$ cat src/rtl/cst_pkg.sv
// Shared types, codes and defaults for the compacting set table.
`timescale 1ns / 1ps
`default_nettype none

package cst_pkg;

  localparam int OP_W         = 2;
  localparam int ELEM_FIELD_W = 32;
  localparam int STATUS_W     = 3;
  localparam int SLOT_FIELD_W = 7;

  localparam int DEF_CAPACITY      = 128;
  localparam int DEF_ELEMENT_WIDTH = 32;

  // operation codes
  localparam logic [OP_W-1:0] OP_BAD  = 2'd0;
  localparam logic [OP_W-1:0] OP_ADD  = 2'd1;
  localparam logic [OP_W-1:0] OP_DEL  = 2'd2;
  localparam logic [OP_W-1:0] OP_FIND = 2'd3;

  // status codes
  localparam logic [STATUS_W-1:0] STATUS_OK       = 3'd0;
  localparam logic [STATUS_W-1:0] STATUS_FULL     = 3'd1;
  localparam logic [STATUS_W-1:0] STATUS_DUP      = 3'd2;
  localparam logic [STATUS_W-1:0] STATUS_NOTFOUND = 3'd3;
  localparam logic [STATUS_W-1:0] STATUS_BADOP    = 3'd4;

  typedef struct packed {
    logic [OP_W-1:0]         operation;
    logic [ELEM_FIELD_W-1:0] element_value;
  } cst_req_t;

  typedef struct packed {
    logic [STATUS_W-1:0]     status;
    logic [SLOT_FIELD_W-1:0] slot_index;
  } cst_rsp_t;

  // per-cell control from the sequencer
  typedef struct packed {
    logic cmp;    // capture compare result
    logic shift;  // take the upper neighbor's entry
    logic load;   // write the broadcast key
  } cst_cell_ctl_t;

endpackage : cst_pkg

`default_nettype wire

$ cat src/rtl/cst_cell.sv
// One slot of the set table: stored entry, compare and shift-down.
`timescale 1ns / 1ps
`default_nettype none

module cst_cell
  import cst_pkg::*;
#(
  parameter int ELEMENT_WIDTH = DEF_ELEMENT_WIDTH
) (
  input  wire                      clk,
  input  cst_cell_ctl_t            ctl,
  input  wire  [ELEMENT_WIDTH-1:0] key,
  input  wire  [ELEMENT_WIDTH-1:0] neighbor,
  input  wire                      occupied,
  output logic [ELEMENT_WIDTH-1:0] entry,
  output logic                     match
);

  always_ff @(posedge clk) begin
    if (ctl.load) begin
      entry <= key;
    end else if (ctl.shift) begin
      entry <= neighbor;
    end
  end

  // only live slots may hit
  always_ff @(posedge clk) begin
    if (ctl.cmp) begin
      match <= occupied && (entry == key);
    end
  end

endmodule : cst_cell

`default_nettype wire

$ cat config.mk
export PLATFORM = sky130hd
export DESIGN_NAME = cst_cell
export DESIGN_NICKNAME = d
export VERILOG_FILES = /design/src/rtl/cst_pkg.sv /design/src/rtl/cst_cell.sv
export SDC_FILE = /design/constraint.sdc
export NUM_CORES = 1
export LEC_CHECK = 0
export BUFFER_PORTS_ARGS = -buffer_cell sky130_fd_sc_hd__buf_4
export CORE_UTILIZATION = 30
export CTS_BUF_LIST = sky130_fd_sc_hd__clkbuf_4 sky130_fd_sc_hd__clkbuf_8 sky130_fd_sc_hd__clkbuf_16
export CTS_CLUSTER_SIZE = 30
export DETAILED_ROUTE_END_ITERATION = 12
export PLACE_DENSITY_LB_ADDON = 0.12
export SLEW_MARGIN = 20
export SYNTH_ARGS = -nofsm -noshare
export SYNTH_HDL_FRONTEND = slang
export SYNTH_SLANG_ARGS = --single-unit
$ cat constraint.sdc
create_clock -name clk -period 1.7 [get_ports clk]
set_clock_uncertainty 0.05 [all_clocks]
set_input_delay 0 -clock clk [delete_from_list [all_inputs] [get_ports clk]]
set_output_delay 0 -clock clk [all_outputs]
set_load 0.03 [all_outputs]
Yosys cells after proc, flatten, opt, wreduce, memory -nomap -nowiden
Index checks and enable logic that the tools add are counted.

word-level totals
  register bits = 33
  input bits = 69
  output and inout port bits = 33
  word-level logic and storage cells = 7

cells by class
  equality and inequality tests = 1
  mux-type cells = 2
  reductions and logical operators = 2

operators by type and width
  cell                count
  two-way mux 32 bit  2
  == test 32 bit      1
  nonzero test 2 bit  1
  logical AND 1 bit   1

Logic depth before layout (Yosys ltp)
  depth in word-level cells = 2
  depth in mapped cells = 4
  gate-level depth less buffers = 4

Worst setup path before layout
No wires, ideal clock.

  path type = reg-to-reg
  start point = register entry[18]
  end point = register match (data pin)
  setup time = 0.170 ns
  arrival = 1.405 ns
  data required time = 1.480 ns
  slack = 0.076 ns
  stages on the path, launching flop included = 5
  path buffers = 0
  period minus slack after synthesis = 1.624 ns
  path through = edfxtp_1 > xor2_1 > a2111oi_2 > o2111ai_1 > nor4_2

on the way
  word-level cells in the longest chain between the ends = 2

RTL lines
  element                 line            text
  from (decl)             cst_cell.sv:15  output logic [ELEMENT_WIDTH-1:0] entry,
  from (signal assigned)  cst_cell.sv:21  entry <= key;
  from (signal assigned)  cst_cell.sv:23  entry <= neighbor;
  == test 32 bit          cst_cell.sv:30  match <= occupied && (entry == key);
  logical AND 1 bit       cst_cell.sv:30
  to (signal assigned)    cst_cell.sv:30
  to (decl)               cst_cell.sv:16  output logic match

Every way passes these cells.
A chain may end at the register's enable or synchronous reset.

Worst setup path after layout
  start point = register entry[4]
  end point = register match (data pin)

Same word-level chain as after synthesis.

==> run metrics <==
Detailed Route WL=4800 um; filler instances=468; Clock Latency Late Sink=0.28 ns; sequential area share after synthesis=0.569; area occupied by multi-input gates=739 sq um; first-pass GRT wire length=slightly below 8000 um; CTS tree=yes; Initial DRT Pass Iterations=4; initial core utilization=0.314; cell count after synthesis=114; Setup TNS=0 ns; register area=slightly below 0.001 sq mm; Final min period=1.55 ns; Core Area=0.00554 sq mm; pin count of the biggest net entering global routing=34; TritonCTS Sinks=33; final worst-path cycle share=0.913; DRC=0; CP peak stage delay=0.40 ns; Die Wd=between 70 and 80 um; post-route antenna net violation count=0; Worst Path Arrival=1.61 ns; clk root buf=clkbuf_8; slowest cell on the critical path=edfxtp_1; initial antenna violation count=0; pwr/cell area=736 mW/mm^2; Yosys reg bits=33; total CTS buffers=5; Tot GR Track Use=0.168; final hold vios=0; Yosys Warn Count=0; Final Setup Violations=0; Max VDD drop=0.517 mV; crit path cell chain=xor2_1 -> nor4_2 -> nand4_1 -> nor4_2; Leak Pwr=~0.0014 uW; via/cell ratio=4.41; Worst EP required=1.76 ns; Final #Nets=348; Synth top area share=0.569; GRT Residual Overflow=0; ANT cells=0; critical path type=reg -> reg; status=finished, final reports clean; crit-path most repeated cell=nor4_2; worst slew pin tran=0.441 ns; Max Root-Sink Buffers=2; Port Buffer Count=101; Ports=between 100 and 150; syn nets=between 150 and 200; Mean Syn Cell Area=15.3 sq um; CP Max Fanout=2; Cell Rows=27; H-tree levels=2; RSZ-0062 raised after global routing=false; Max Clock Freq=about 640 MHz; die height=around 78 um; Area contributors post-synth=edfxtp_1 (57%), mux2_2 (21%), xor2_1 (14%), nor4_1 (2.2%), xnor2_1 (2.0%); Fin Hold WS=0.00543 ns; RePlAce Congestion=around 0.76; mapped cell area=0.00174 sq mm; WL/cell=between 10 and 15 um; die area=0.00611 sq mm; fraction of layout cells with a size suffix above 1=0.523; Crit. End Element=register; max capacitance violation total=0; Relative slew margins=0.706; DR iter-0 viols=30; Cell variety after synth=15; setup bufs post-CTS=0; startpoint types=register; Slew Viols, Final=0; vias in the first global route=1764; Worst Hold Class=in -> reg; fin util=0.590; Via Count=1547; Area Overhead vs Synth=87.8%; clock slew seen by the registers of the worst setup and hold paths=0.07 ns; Synth area leader=edfxtp_1
==> power by group <==
group | switching [uW] | internal, uW
logic | 365 | 424
registers | 58.6 | 1000
clock network | 264 | 292
total | 688 | 1720
==> Yosys cell counts <==
master     instances
edfxtp_1          33
mux2_2            32
xor2_1            27
nor4_1             6
xnor2_1            4
buf_2              3
a2111oi_2          1
clkbuf_1           1
inv_1              1
nand2_1            1
nand3_1            1
nand4_1            1
nor4_2             1
o2111ai_1          1
or2_2              1
==> metrics by stage <==
step	total power (uW)	setup slack (ns)	area, sq um	std cells
6_report	2410	0.148	3270	351
3_5_place_dp	1740	0.0609	2580	285
2_1_floorplan	1420	0.0758	1740	114
4_1_cts	2420	0.0371	3260	351
5_1_grt	2520	0.0181	3270	351
3_3_place_gp	1720	0.0806	2580	285
==> layer usage <==
metal,global-route usage,wire length [um],vias up,share of wire
met1,0.167,1720,733,0.36
met2,0.335,2790,52,0.58
met3,0.0500,267,2,0.056
met5,0,0,-,0
li1,-,-,760,-
met4,0.0426,19,0,0.0040
==> state kept, by name, summed over array words and instances, names as in the netlist <==
signal,cells
entry,32
match,1
==> kinds of logic (layout without fill, tap and decap cells) <==
logic type      count (synthesis)  in the layout  share of synthesized area
compound gates                  2              2                     0.0137
xor+xnor                       31             31                      0.156
buf+inv                         5            170                     0.0129
flops                          33             33                      0.569
mux                            32             32                      0.207
simple gates                   11             11                     0.0410
==> cell type report <==
| type | instances | area share |
|---|---|---|
| clock buffers | 6 | 0.0234 |
| clock inverters | 1 | 0.00115 |
| inverters | 1 | 0.00115 |
| multi-input cells | 76 | 0.226 |
| flip-flops and latches | 33 | 0.303 |
| well taps | 72 | 0.0276 |
| repair buffers | 162 | 0.417 |
==> final timing paths <==
| path | startpoint | to | slack (ns) | cells after the start |
|---|---|---|---|---|
| worst max-delay path | entry[4]$_DFFE_PP_ | match$_DFFE_PP_ | 0.15 | 4 |
| worst min-delay path | key[10] | entry[10]$_DFFE_PP_ | 0.005 | 2 |
| worst max register to register | entry[4]$_DFFE_PP_ | match$_DFFE_PP_ | 0.15 | 4 |
| worst min register to register | entry[26]$_DFFE_PP_ | match$_DFFE_PP_ | 0.70 | 3 |
==> layout by cell type, fill, tap and decap left out, drive strengths merged <==
| cell type | netlist | final |
|---|---|---|
| dlygate4sd3 | 0 | 59 |
| xnor2 | 4 | 4 |
| edfxtp | 33 | 33 |
| nand2 | 1 | 1 |
| inv | 1 | 1 |
| nand4 | 1 | 1 |
| nor4 | 7 | 7 |
| clkinv | 0 | 1 |
| a2111oi | 1 | 1 |
| or2 | 1 | 1 |
| mux2 | 32 | 32 |
| nand3 | 1 | 1 |
| clkbuf | 1 | 6 |
| xor2 | 27 | 27 |
| buf | 3 | 103 |
| o2111ai | 1 | 1 |
==> worst max-delay path, delay by kind of cell, from the launching register on <==
kind / cells / cell delay [ns]
AND/OR/NAND/NOR: 3 / 0.78
flip-flops: 1 / 0.40
XOR/XNOR: 1 / 0.16
==> repair_timing <==
action,CTS,global route
setup endpoints to repair,0,1
hold buffers,59,0
hold endpoints to repair,33,0
gates resized for setup,0,2
(Power assumes the default switching activity.)
